--- src/hw/rtl/ple_pkg.sv ---
package ple_pkg;

    localparam int CAPACITY   = 16;
    localparam int VALUE_BITS = 32;

    localparam int IDX_W = (CAPACITY > 1) ? $clog2(CAPACITY) : 1;
    localparam int CNT_W = $clog2(CAPACITY + 1);
    localparam int POS_W = 8;
    localparam int CMP_W = (CNT_W > POS_W) ? CNT_W : POS_W;

    localparam int ACTION_W = 3;
    localparam int STATUS_W = 2;
    localparam int OUT_CNT_W = 5;
    localparam int IN_VAL_W = 32;
    localparam int OUT_VAL_W = 32;

    typedef enum logic [ACTION_W-1:0] {
        ACT_INS_HEAD  = 3'd0,
        ACT_INS_TAIL  = 3'd1,
        ACT_INS_AFTER = 3'd2,
        ACT_DEL_HEAD  = 3'd3,
        ACT_DEL_TAIL  = 3'd4,
        ACT_DEL_AT    = 3'd5,
        ACT_READ_AT   = 3'd6,
        ACT_NOP       = 3'd7
    } action_t;

    typedef enum logic [STATUS_W-1:0] {
        ST_OK     = 2'd0,
        ST_EMPTY  = 2'd1,
        ST_BADPOS = 2'd2,
        ST_FULL   = 2'd3
    } status_t;

    typedef enum logic [1:0] {
        K_NONE,
        K_INSERT,
        K_DELETE,
        K_READ
    } kind_t;

    typedef struct packed {
        status_t          status;
        kind_t            kind;
        logic [IDX_W-1:0] slot;
    } plan_t;

    typedef struct packed {
        logic                  we;
        logic [IDX_W-1:0]      waddr;
        logic [VALUE_BITS-1:0] wdata;
        logic [IDX_W-1:0]      raddr;
    } mem_req_t;

endpackage

--- src/hw/rtl/ple_mem.sv ---
module ple_mem (
    input  logic                           aclk,
    input  ple_pkg::mem_req_t              req,
    output logic [ple_pkg::VALUE_BITS-1:0] rdata
);
    import ple_pkg::*;

    logic [VALUE_BITS-1:0] mem [CAPACITY];
    logic [VALUE_BITS-1:0] rdata_reg;

    always_ff @(posedge aclk) begin
        if (req.we) begin
            mem[req.waddr] <= req.wdata;
        end
        rdata_reg <= mem[req.raddr];
    end

    assign rdata = rdata_reg;

endmodule

--- src/hw/rtl/ple_dec.sv ---
module ple_dec (
    input  ple_pkg::action_t          action,
    input  logic [ple_pkg::POS_W-1:0] position,
    input  logic [ple_pkg::CNT_W-1:0] count,
    output ple_pkg::plan_t            plan
);
    import ple_pkg::*;

    logic [CMP_W-1:0] pos_ext;
    logic [CMP_W-1:0] cnt_ext;
    logic [CMP_W-1:0] last_ext;
    logic [CMP_W-1:0] after_ext;
    logic             is_full;
    logic             is_empty;

    assign pos_ext   = CMP_W'(position);
    assign cnt_ext   = CMP_W'(count);
    assign last_ext  = cnt_ext - CMP_W'(1);
    // clamp past-the-end positions to the last entry
    assign after_ext = ((pos_ext > last_ext) ? last_ext : pos_ext) + CMP_W'(1);
    assign is_full   = (count >= CNT_W'(CAPACITY));
    assign is_empty  = (count == '0);

    always_comb begin
        plan.status = ST_OK;
        plan.kind   = K_NONE;
        plan.slot   = '0;
        unique case (action)
            ACT_INS_HEAD, ACT_INS_TAIL, ACT_INS_AFTER: begin
                if (is_full) begin
                    plan.status = ST_FULL;
                end else begin
                    plan.kind = K_INSERT;
                    if (action == ACT_INS_HEAD) begin
                        plan.slot = '0;
                    end else if (action == ACT_INS_TAIL || is_empty) begin
                        plan.slot = IDX_W'(count);
                    end else begin
                        plan.slot = IDX_W'(after_ext);
                    end
                end
            end
            ACT_DEL_HEAD, ACT_DEL_TAIL: begin
                if (is_empty) begin
                    plan.status = ST_EMPTY;
                end else begin
                    plan.kind = K_DELETE;
                    plan.slot = (action == ACT_DEL_HEAD) ? '0 : IDX_W'(last_ext);
                end
            end
            ACT_DEL_AT, ACT_READ_AT: begin
                if (is_empty) begin
                    plan.status = ST_EMPTY;
                end else if (pos_ext >= cnt_ext) begin
                    plan.status = ST_BADPOS;
                end else begin
                    plan.kind = (action == ACT_DEL_AT) ? K_DELETE : K_READ;
                    plan.slot = IDX_W'(pos_ext);
                end
            end
            ACT_NOP: begin
                plan.kind = K_NONE;
            end
            default: begin
                plan.kind = K_NONE;
            end
        endcase
    end

endmodule

--- src/hw/rtl/positional_list_engine.sv ---
// Ordered list of up to CAPACITY entry handles kept packed at positions 0..count-1 in a
// single-port-write, registered-read memory. Each transaction on the s_ side is one action
// and produces exactly one transaction on the m_ side. The block takes one action at a time:
// s_tready is high only when no action is in progress and no result is waiting. Entries are
// moved one at a time (read, then write) by a single cursor adder: an insert walks from the
// tail down to its slot, a delete walks from its slot up to the tail, a read issues a single
// memory read, and an action rejected for full, empty or bad position goes straight to the
// result, which is then presented until taken.
module positional_list_engine (
    input  logic        aclk,
    input  logic        aresetn,
    input  logic        s_tvalid,
    output logic        s_tready,
    input  logic [39:0] s_tdata,   // [7:0] position, [39:8] entry_value
    input  logic [2:0]  s_tuser,   // [2:0] action
    output logic        m_tvalid,
    input  logic        m_tready,
    output logic [39:0] m_tdata,   // [4:0] entry_count, [36:5] read_value, [39:37] zero
    output logic [1:0]  m_tuser    // [1:0] status
);
    import ple_pkg::*;

    typedef enum logic [2:0] {
        S_IDLE,
        S_INS_RD,
        S_INS_WR,
        S_DEL_RD,
        S_DEL_WR,
        S_RD_ISSUE,
        S_RD_WAIT,
        S_OUT
    } state_t;

    state_t                state_reg;
    logic [CNT_W-1:0]      count_reg;
    logic [IDX_W-1:0]      cur_reg;
    logic [IDX_W-1:0]      slot_reg;
    logic [VALUE_BITS-1:0] ins_val_reg;
    status_t               status_reg;
    logic [OUT_VAL_W-1:0]  value_reg;

    plan_t                 plan;
    mem_req_t              mem_req;
    logic [VALUE_BITS-1:0] rdata;
    logic [CNT_W-1:0]      step_ext;
    logic                  step_down;

    ple_dec u_dec (
        .action   (action_t'(s_tuser)),
        .position (s_tdata[POS_W-1:0]),
        .count    (count_reg),
        .plan     (plan)
    );

    ple_mem u_mem (
        .aclk  (aclk),
        .req   (mem_req),
        .rdata (rdata)
    );

    // shared cursor unit: walk down for insert, up for delete
    assign step_down = (state_reg == S_INS_RD) || (state_reg == S_INS_WR);
    assign step_ext  = step_down ? (CNT_W'(cur_reg) - CNT_W'(1))
                                 : (CNT_W'(cur_reg) + CNT_W'(1));

    always_comb begin
        mem_req.we    = 1'b0;
        mem_req.waddr = cur_reg;
        mem_req.wdata = rdata;
        mem_req.raddr = IDX_W'(step_ext);
        unique case (state_reg)
            S_INS_RD: begin
                if (cur_reg == slot_reg) begin
                    mem_req.we    = 1'b1;
                    mem_req.wdata = ins_val_reg;
                end
            end
            S_INS_WR, S_DEL_WR: begin
                mem_req.we = 1'b1;
            end
            S_RD_ISSUE: begin
                mem_req.raddr = cur_reg;
            end
            S_IDLE, S_DEL_RD, S_RD_WAIT, S_OUT: begin
                mem_req.we = 1'b0;
            end
            default: begin
                mem_req.we = 1'b0;
            end
        endcase
    end

    always_ff @(posedge aclk) begin
        if (!aresetn) begin
            state_reg <= S_IDLE;
            count_reg <= '0;
        end else begin
            unique case (state_reg)
                S_IDLE: begin
                    if (s_tvalid) begin
                        status_reg  <= plan.status;
                        value_reg   <= '0;
                        slot_reg    <= plan.slot;
                        ins_val_reg <= VALUE_BITS'(s_tdata[POS_W +: IN_VAL_W]);
                        cur_reg     <= (plan.kind == K_INSERT) ? IDX_W'(count_reg) : plan.slot;
                        unique case (plan.kind)
                            K_INSERT: state_reg <= S_INS_RD;
                            K_DELETE: state_reg <= S_DEL_RD;
                            K_READ:   state_reg <= S_RD_ISSUE;
                            K_NONE:   state_reg <= S_OUT;
                            default:  state_reg <= S_OUT;
                        endcase
                    end
                end
                S_INS_RD: begin
                    if (cur_reg == slot_reg) begin
                        count_reg <= count_reg + CNT_W'(1);
                        state_reg <= S_OUT;
                    end else begin
                        state_reg <= S_INS_WR;
                    end
                end
                S_INS_WR: begin
                    cur_reg   <= IDX_W'(step_ext);
                    state_reg <= S_INS_RD;
                end
                S_DEL_RD: begin
                    if (step_ext >= count_reg) begin
                        count_reg <= count_reg - CNT_W'(1);
                        state_reg <= S_OUT;
                    end else begin
                        state_reg <= S_DEL_WR;
                    end
                end
                S_DEL_WR: begin
                    cur_reg   <= IDX_W'(step_ext);
                    state_reg <= S_DEL_RD;
                end
                S_RD_ISSUE: begin
                    state_reg <= S_RD_WAIT;
                end
                S_RD_WAIT: begin
                    value_reg <= OUT_VAL_W'(rdata);
                    state_reg <= S_OUT;
                end
                S_OUT: begin
                    if (m_tready) begin
                        state_reg <= S_IDLE;
                    end
                end
                default: begin
                    state_reg <= S_IDLE;
                end
            endcase
        end
    end

    assign s_tready = (state_reg == S_IDLE);
    assign m_tvalid = (state_reg == S_OUT);
    assign m_tuser  = status_reg;
    assign m_tdata  = {3'b000, value_reg, OUT_CNT_W'(count_reg)};

    a_count_bound: assert property (@(posedge aclk) disable iff (!aresetn)
        count_reg <= CNT_W'(CAPACITY))
        else $error("entry count above capacity");

    a_one_at_a_time: assert property (@(posedge aclk) disable iff (!aresetn)
        !(s_tready && m_tvalid))
        else $error("input taken while a result is pending");

    a_ins_cursor: assert property (@(posedge aclk) disable iff (!aresetn)
        (state_reg == S_INS_RD) |-> (cur_reg >= slot_reg && CNT_W'(cur_reg) <= count_reg))
        else $error("insert cursor out of range");

    a_count_stable: assert property (@(posedge aclk) disable iff (!aresetn)
        (m_tvalid && !m_tready) |=> $stable(count_reg))
        else $error("entry count changed while result pending");

endmodule
--- config.mk ---
export PLATFORM = sky130hd
export DESIGN_NAME = positional_list_engine
export DESIGN_NICKNAME = d
export VERILOG_FILES = /design/src/hw/rtl/ple_pkg.sv /design/src/hw/rtl/ple_mem.sv /design/src/hw/rtl/ple_dec.sv /design/src/hw/rtl/positional_list_engine.sv
export SDC_FILE = /design/constraint.sdc
export NUM_CORES = 1
export LEC_CHECK = 0
export BUFFER_PORTS_ARGS = -buffer_cell sky130_fd_sc_hd__buf_2
export CAP_MARGIN = 20
export CORE_ASPECT_RATIO = 0.8
export CORE_MARGIN = 3
export CORE_UTILIZATION = 50
export DETAILED_ROUTE_END_ITERATION = 10
export GPL_TIMING_DRIVEN = 0
export PLACE_DENSITY = 0.74
export SYNTH_ARGS = -nofsm -noshare
export SYNTH_HDL_FRONTEND = slang
export SYNTH_HIERARCHICAL = 1
export SYNTH_SLANG_ARGS = --single-unit
export TNS_END_PERCENT = 20
--- constraint.sdc ---
create_clock -name aclk -period 4.86 [get_ports aclk]
set_input_delay 0 -clock aclk [delete_from_list [all_inputs] [get_ports aclk]]
set_output_delay 0 -clock aclk [all_outputs]
set_load 0.02 [all_outputs]
# Word-level counts from Yosys, hierarchy flattened
# Memory sizes are Yosys's and may differ from the RTL's. A register that Yosys moved wholly into a read port is not among the register bits.
# Index checks and enable logic that the tools add are counted.
dict set report word_totals {
  regBits 82
  mem_bits_rw 512
  in_bits 47
  output_inout_bits 44
  wordCells 96
  n_memories 1
}
# memory depth width rd rd_clocked_by_memory_dff write_ports line
set mem_list {}
lappend mem_list {u_mem.mem 16 32 1 1 1 ple_mem.sv:8} ;# logic [VALUE_BITS-1:0] mem [CAPACITY];
dict set report classes {
  add_sub_neg 6
  order_cmp 4
  n_eq_ne 22
  muxes 38
  n_reduce_logical 18
}
# cell n
set op_table {}
lappend op_table {{2-to-1 mux 32 bit} 3}
lappend op_table {{one-hot mux 32 bit (2 select lines)} 1}
lappend op_table {{2-to-1 mux 4 bit} 7}
lappend op_table {{== test 3 bit (second input constant)} 8}
lappend op_table {{one-hot mux 3 bit (8 select lines)} 1}
lappend op_table {{2-to-1 mux 5 bit} 4}
lappend op_table {{2-to-1 mux 6 bit} 3}
lappend op_table {{== test 3 x 2 -> 1 bit (second input constant)} 4}
lappend op_table {{one-hot mux 3 bit (4 select lines)} 1}
lappend op_table {{one-hot mux 4 bit (3 select lines)} 1}
lappend op_table {{AND reduction 3 bit} 4}
lappend op_table {{one-hot mux 5 bit (2 select lines)} 1}
lappend op_table {{2-to-1 mux 3 bit} 3}
lappend op_table {{>= comparator 8 x 5 -> 1 bit} 1}
lappend op_table {{greater-than comparator 8 bit} 1}
lappend op_table {{2-to-1 mux 2 bit} 4}
lappend op_table {{one-hot mux 2 bit (4 select lines)} 1}
lappend op_table {{one-hot mux 4 bit (2 select lines)} 1}
lappend op_table {{== test 3 x 1 -> 1 bit (second input constant)} 2}
lappend op_table {{zero test 3 bit} 2}
lappend op_table {{one-hot mux 2 bit (3 select lines)} 1}
lappend op_table {{nonzero test 2 bit} 3}
lappend op_table {{OR reduction 2 bit} 3}
lappend op_table {{subtractor 5 x 1 -> 6 bit (second input constant)} 1}
lappend op_table {{19 further kinds} 27}

# Logic depth before layout (Yosys ltp)
# Gate-level depths: netlist (run 1).
dict set report depth {
  word_depth 12
  depth_mapped 19
  ltp_nobuf 18
}

# By module
# Netlist (run 1), hierarchy kept.
# mod n_inst cells_per_inst area_per_inst_um2 seq_area_each_um2
set by_module_without_submodules {}
lappend by_module_without_submodules {ple_mem 1 838 19835.3 16015.4}
lappend by_module_without_submodules {positional_list_engine 1 286 3900.0 2382.3}
lappend by_module_without_submodules {ple_dec 1 113 818.3 0.0}

# Worst setup path after synthesis (run 1)
# Ideal clock, no wire load.
dict set report synth_timing {
  path_type {reg2reg}
  from {register cur_reg[1]}
  to {memory u_mem.mem[0][0] (enable)}
  setup_ns 0.461
  arrival_time_ns 4.293
  t_required_ns 4.399
  setup_slack_ns 0.106
  stages_incl_launch_ff 8
  path_buffers 1
  synth_period_minus_slack_ns 4.754
  cell_sequence {edfxtp_1 xnor2_1 nand3_1 or4_1 buf_2 o21ai_0 or3b_2 nor3_1}
}
# element line
set synth_rtl {}
lappend synth_rtl {{start: declaration} positional_list_engine.sv:36} ;# logic [IDX_W-1:0] cur_reg;
lappend synth_rtl {{start signal: assignment} positional_list_engine.sv:105} ;# cur_reg <= (plan.kind == K_INSERT) ? IDX_W'(count_reg) : plan.slot;
lappend synth_rtl {{start signal: assignment} positional_list_engine.sv:124} ;# cur_reg <= IDX_W'(step_ext);
lappend synth_rtl {{start signal: assignment} positional_list_engine.sv:136} ;# cur_reg <= IDX_W'(step_ext);
lappend synth_rtl {{end: declaration} ple_mem.sv:8}

==> flow_metrics.py, run 1 <==
metrics = {
    "outcome": {
        "status": "finished, final reports clean",
    },
    "synth": {
        "syn_area_um2": 24600,
        "ys_seq_area_frac": 0.749,
        "avgSynthCellArea_um2": 19.8,
        "yosys-top-cells-area": "edfxtp_1, mux4_2, dfxtp_1, a22oi_1, mux2_2",
        "synth.top_cells.by_count": "edfxtp_1, mux4_2, a22oi_1, nand2_1, dfxtp_1",
        "yosys.cell_types.count": 60,
        "netlist_instances": 1237,
        "yosys.area.top_type": "edfxtp_1",
        "synth-edff-count": 586,
        "synth_async_sr_flop_share": 0,
        "ys_warn_count": 6,
        "synthFlopType": "edfxtp_1",
        "synth.most_common_cell": "edfxtp_1",
        "synth_top_area_frac": 0.717,
        "synth_seq_cells": 626,
    },
    "grt": {
        "grt_pass1_wl_um": 82500,
        "grt_overflow": 0,
        "grt_use_total": 0.216,
        "first_global_vias": 13096,
        "antenna_found_initial": 1,
        "grt_max_degree": 23,
    },
    "sta": {
        "final-setup-viol-count": 0,
        "hold_viol": 0,
        "grt_setup_unrepaired": "no",
        "timing.slew.headroom": 0.332,
        "finalCritPeriodShare": 0.908,
        "clock_skew_ps": 16.1,
        "min_period_ps": 4410,
        "slew_violations": 0,
        "fmax_mhz": 227,
        "worst_slew_pin_slew_ps": 1000,
    },
    "place": {
        "place_hpwl_um": 34000,
        "port_buffers": 86,
        "place_area_um2": 26400,
        "routabilityCongestion": 0.819,
        "dp_cells": 1975,
    },
    "layout": {
        "fillers": 3349,
        "largest_register_ffs": 512,
        "final_nets": 1534,
        "finalNonFillerCells": 2122,
        "final_area_um2": 28600,
        "area_growth_pct": 16.4,
        "antenna_cells": 0,
        "drive_gt1_frac": 0.280,
        "max_flop_register": "u_mem/mem",
    },
    "flow_run": {
        "cap_violations": 0,
    },
    "critical_path": {
        "cpLargestDelayFamily": "simple AND/OR/NAND/NOR gates",
        "crit_path_top_delay_cell": "dfxtp_1",
        "path_cells": "inv_1 -> ha_1 -> clkbuf_2 -> xnor2_1 -> ha_1 -> nand4_1 -> nor2_1 -> a211oi_1 -> nor2_1 -> nand2_1 -> o21ai_0 -> ha_1 -> nand2b_1 -> or4_1 -> o211a_1 -> o211ai_1 -> mux2i_1 -> o21ai_0",
        "crit_arrival_ps": 4840,
        "cp.required_ps": 5290,
        "cp-start-kind": "register",
        "crit_path_max_incr_delay_ps": 660,
        "crit_fanout": 13,
        "critPathKind": "register to register",
        "crit_top_cell": "ha_1",
        "path_buf_inv": 2,
        "critPathCaptureType": "register",
    },
    "cts": {
        "clock_latency_ps": 590,
        "cts_tree": "done",
        "post_cts_resized": 0,
        "cts.root.buffer_cell": "clkbuf_16",
        "cts_buffers": 56,
        "clockBufferDepth": 3,
        "clk_pin_slew_ps": 60,
        "numClockSinks": 626,
        "htreeDepth": 2,
    },
    "hold_path": {
        "min_path_type": "input port to register",
    },
    "route": {
        "routed_wl_um": 54800,
        "vias_per_cell": 6.03,
        "num_vias": 12792,
        "ant_nets": 0,
        "post-route-drc-count": 0,
        "wl_per_cell_um": 25.8,
        "firstDrtPassIters": 5,
        "drt_iter0_drc": 1345,
    },
    "die": {
        "fp.coreArea_um2": 47800,
        "row_count": 71,
        "ios": 91,
        "die_area_um2": 51800,
        "die_y_um": 204,
        "start_util": 0.514,
        "die_w_um": 254,
    },
    "pwr": {
        "ir_worst_vdd_mv": 0.453,
        "power_density_nw_per_um2": 697,
        "leakagePower_nw": 9.58,
    },
}
worst reg2reg max path, cell delays in order, from the launching register on:
cell and delay (ps):
dfxtp_1 660, inv_1 200, ha_1 240, clkbuf_2 180, xnor2_1 390, ha_1 320, nand4_1 110, nor2_1 60
a211oi_1 320, nor2_1 220, nand2_1 100, o21ai_0 90, ha_1 250, nand2b_1 140, or4_1 390, o211a_1 140
o211ai_1 150, mux2i_1 120, o21ai_0 170
area by class of cell:
cell class                 instances  area, µm²  area share
inverter                          23       86.3     0.00302
timing repair buffer             158       1340      0.0468
buffer                            61        302      0.0106
sequential                       626      18400       0.644
clock inverter                    28        263     0.00919
multi-input combinational        529       5890       0.206
tap                              620        776      0.0271
clock buffer                      77       1530      0.0535
placed cells by master (no fill, tap or decap), types with 15 or more instances in the layout:
cell type and n:
edfxtp_1 586, ha_1 30, inv_1 23, nand2_1 51, buf_4 15, o21ai_0 16
a22oi_1 64, buf_6 15, and2_1 33, a21oi_1 22, xnor2_1 15, mux4_2 128
mux2_2 34, clkbuf_16 56, dfxtp_1 40, clkbuf_1 39, buf_2 98, dlygate4sd3_1 42
logic make-up (layout without fill, tap and decap cells):
logic type | Yosys count | in the layout | share of synthesized area
flip-flops | 626 | 626 | 0.749
AND/OR/NAND/NOR | 170 | 170 | 0.0366
multiplexers | 169 | 169 | 0.136
AO/OA/AOI/OAI | 137 | 137 | 0.0390
buffers and inverters | 84 | 347 | 0.0158
adder cells (fa/ha/maj) | 32 | 32 | 0.0169
XOR/XNOR | 18 | 18 | 0.00642
other | 1 | 3 | 0.000153
report_power, final:
| group | internal (mW) | leakage, nW | switching [mW] |
|---|---|---|---|
| logic | 3.09 | 3.02 | 5.05 |
| registers | 7.24 | 5.69 | 0.237 |
| clock network | 2.42 | 0.874 | 1.88 |
| total | 12.8 | 9.58 | 7.16 |
stage by stage:
stage                     power, mW  hold slack (ps)  TNS (ps)   util  setup slack [ps]
after floorplan                12.8             98.9         0      -               106
after global placement         15.3              176   -499380  0.539             -2450
after detailed placement       15.6              178         0  0.552               559
after CTS                      20.0             45.0         0  0.598               533
after global routing           20.9             92.4         0  0.598              40.8
final                          19.9             75.5         0  0.598               448
metal layers:
layer / part of all wire / vias to the layer above / GRT usage
met1: 0.41 / 6630 / 0.309
met2: 0.48 / 617 / 0.348
met5: 0 / - / 0
li1: - / 5460 / -
met4: 0.020 / 0 / 0.0546
met3: 0.090 / 85 / 0.0430
what timing repair did:
item,in CTS,in global routing
hold buffers,42,0
endpoints found under the hold margin,46,0
buffers inserted,0,0
worst paths after layout:
check | from | endpoint | slack (ps) | cells past startpoint
worst max-delay path | count_reg[0] | cur_reg[2] | 450 | 18
worst max register to register | count_reg[0] | cur_reg[2] | 450 | 18
worst min register to register | u_mem/rdata[4] | value_reg[4] | 530 | 1
worst min-delay path | s_tuser[0] | m_tuser[1] | 80 | 2
Power figures use the tool's default switching activity.
==> inputs of run 2 (changes only) <==
Settings changed: CAP_MARGIN 20 to 40, PLACE_DENSITY 0.74 to 0.75.
Clock period 4.86 ns to 4.1 ns, I/O delays scaled along.
==> flow_metrics.py, run 2 (same netlist as run 1, synthesis figures left out) <==
metrics = {
    "critical_path": {
        "path_buf_inv": 2,
        "critPathCaptureType": "register",
        "cpLargestDelayFamily": "compound AO/OA/AOI/OAI gates",
        "cp.required_ps": 4520,
        "cp-start-kind": "register",
        "path_cells": "inv_1 -> ha_1 -> clkbuf_2 -> xnor2_2 -> ha_1 -> nand4_1 -> nor2_1 -> a21oi_1 -> nor2_4 -> nand2_1 -> o21ai_0 -> ha_1 -> nand2b_1 -> or4_1 -> o211a_1 -> o211ai_1 -> mux2i_1 -> o21ai_0",
        "crit_top_cell": "ha_1",
        "critPathKind": "register to register",
        "crit_fanout": 13,
        "crit_path_max_incr_delay_ps": 500,
        "crit_arrival_ps": 4440,
        "crit_path_top_delay_cell": "dfxtp_2",
    },
    "pwr": {
        "ir_worst_vdd_mv": 0.588,
        "total_power_mw": 23.6,
        "power_density_nw_per_um2": 825,
        "leakagePower_nw": 9.65,
    },
    "sta": {
        "hold_viol": 0,
        "fmax_mhz": 249,
        "clock_skew_ps": 23.5,
        "final-setup-viol-count": 0,
        "worst_slew_pin_slew_ps": 925,
        "timing.slew.headroom": 0.381,
        "slew_violations": 0,
        "finalCritPeriodShare": 0.979,
        "grt_setup_unrepaired": "yes",
        "min_period_ps": 4020,
    },
    "place": {
        "routabilityCongestion": 0.780,
        "place_area_um2": 26400,
        "place_hpwl_um": 34500,
        "port_buffers": 86,
    },
    "cts": {
        "clk_pin_slew_ps": 70,
        "htreeDepth": 2,
        "cts_buffers": 57,
        "cts_tree": "done",
        "clockBufferDepth": 3,
        "numClockSinks": 626,
        "clock_latency_ps": 600,
        "post-cts-setup-buffers": 0,
        "cts.root.buffer_cell": "clkbuf_16",
    },
    "route": {
        "drt_iter0_drc": 1241,
        "num_vias": 12823,
        "firstDrtPassIters": 5,
        "post-route-drc-count": 0,
        "wl_per_cell_um": 26.0,
        "routed_wl_um": 55300,
        "vias_per_cell": 6.03,
        "ant_nets": 0,
    },
    "grt": {
        "grt_max_degree": 23,
        "grt_use_total": 0.217,
        "grt_overflow": 0,
        "grt_pass1_wl_um": 82700,
        "antenna_found_initial": 0,
        "first_global_vias": 13132,
    },
    "layout": {
        "max_flop_register": "u_mem/mem",
        "antenna_cells": 0,
        "layout_commonest_cell": "edfxtp_1",
        "largest_register_ffs": 512,
        "area_growth_pct": 16.8,
        "fillers": 3319,
        "layout_common_cells": "edfxtp_1, mux4_2, buf_2, a22oi_1, clkbuf_16",
        "final_nets": 1536,
        "final_area_um2": 28700,
        "drive_gt1_frac": 0.288,
    },
    "die": {
        "ios": 91,
        "die_area_um2": 51800,
        "fp.coreArea_um2": 47800,
        "die_w_um": 254,
        "die_y_um": 204,
        "start_util": 0.514,
        "row_count": 71,
    },
    "flow_run": {
        "cap_violations": 0,
    },
    "hold_path": {
        "min_path_type": "input port to register",
    },
    "outcome": {
        "status": "finished, final reports clean",
    },
}
## run 2: cell count changes in the layout (fill, tap and decap cells not counted), moves of 2 or more
cell        delta
buf_16         +7
buf_4          +7
clkbuf_2       +9
dfxtp_1        -2
buf_1          -6
buf_6          -9
dfxtp_2        +2
inv_6          +2
buf_12         -5
clkinv_2       -3
clkinvlp_4     -2
clkinv_1       +2
## run 2: final timing paths
path	start	end	slack, ps	cells after the start
worst min-delay path	s_tuser[0]	m_tuser[1]	70	2
worst max register to register	count_reg[0]	cur_reg[2]	80	18
worst max-delay path	count_reg[0]	cur_reg[2]	80	18
worst min register to register	u_mem/rdata[28]	value_reg[28]	520	1
## run 2: repair_timing
action                                 CTS  global route
hold buffers                            42             0
setup endpoints to repair                2            22
gates cloned                             0             0
resized for setup                        2            19
endpoints found under the hold margin   46             0
## run 2: cell type report
class,count,area (µm²),share of cell area
Timing Repair Buffer,159,1400,0.0487
Buffer,61,313,0.0109
Clock inverter,25,211,0.00737
Sequential cell,626,18400,0.642
Multi-Input combinational cell,529,5910,0.206
Tap cell,620,776,0.0271
Inverter,23,86.3,0.00301
Clock buffer,82,1580,0.0551
## run 2: where the power goes
part,internal [mW],switching [mW]
sequential,8.59,0.274
combinational,3.71,5.95
clock,2.87,2.25
## run 2: worst reg2reg max path: cells and delay by family (launching register included)
kind / cells / cell delay, ps
buffers and inverters: 2 / 330
adder cells (fa/ha/maj): 3 / 750
XOR/XNOR: 1 / 290
AND/OR/NAND/NOR: 6 / 930
flip-flops: 1 / 500
AO/OA/AOI/OAI: 5 / 930
multiplexers: 1 / 130
## run 2: per-stage QoR
stage / setup TNS (ps) / std cells / hold WS (ps) / util / worst slack, ps
floorplan: -32440 / 1239 / 98.9 / - / -343
global placement: -826190 / 1945 / 177 / 0.539 / -3150
detailed placement: -244 / 1975 / 178 / 0.553 / -188
CTS: 0 / 2124 / 32.5 / 0.599 / 37.7
global route: -120 / 2125 / 100 / 0.600 / -113
finish: 0 / 2125 / 68.8 / 0.600 / 84.7
## run 2: routing by layer
metal,track usage,part of all wire,vias up,wire (µm)
met5,0,0,-,0
met4,0.0549,0.023,0,1260
met3,0.0392,0.076,104,4190
met2,0.358,0.49,551,27000
met1,0.304,0.41,6698,22800
li1,-,-,5470,-
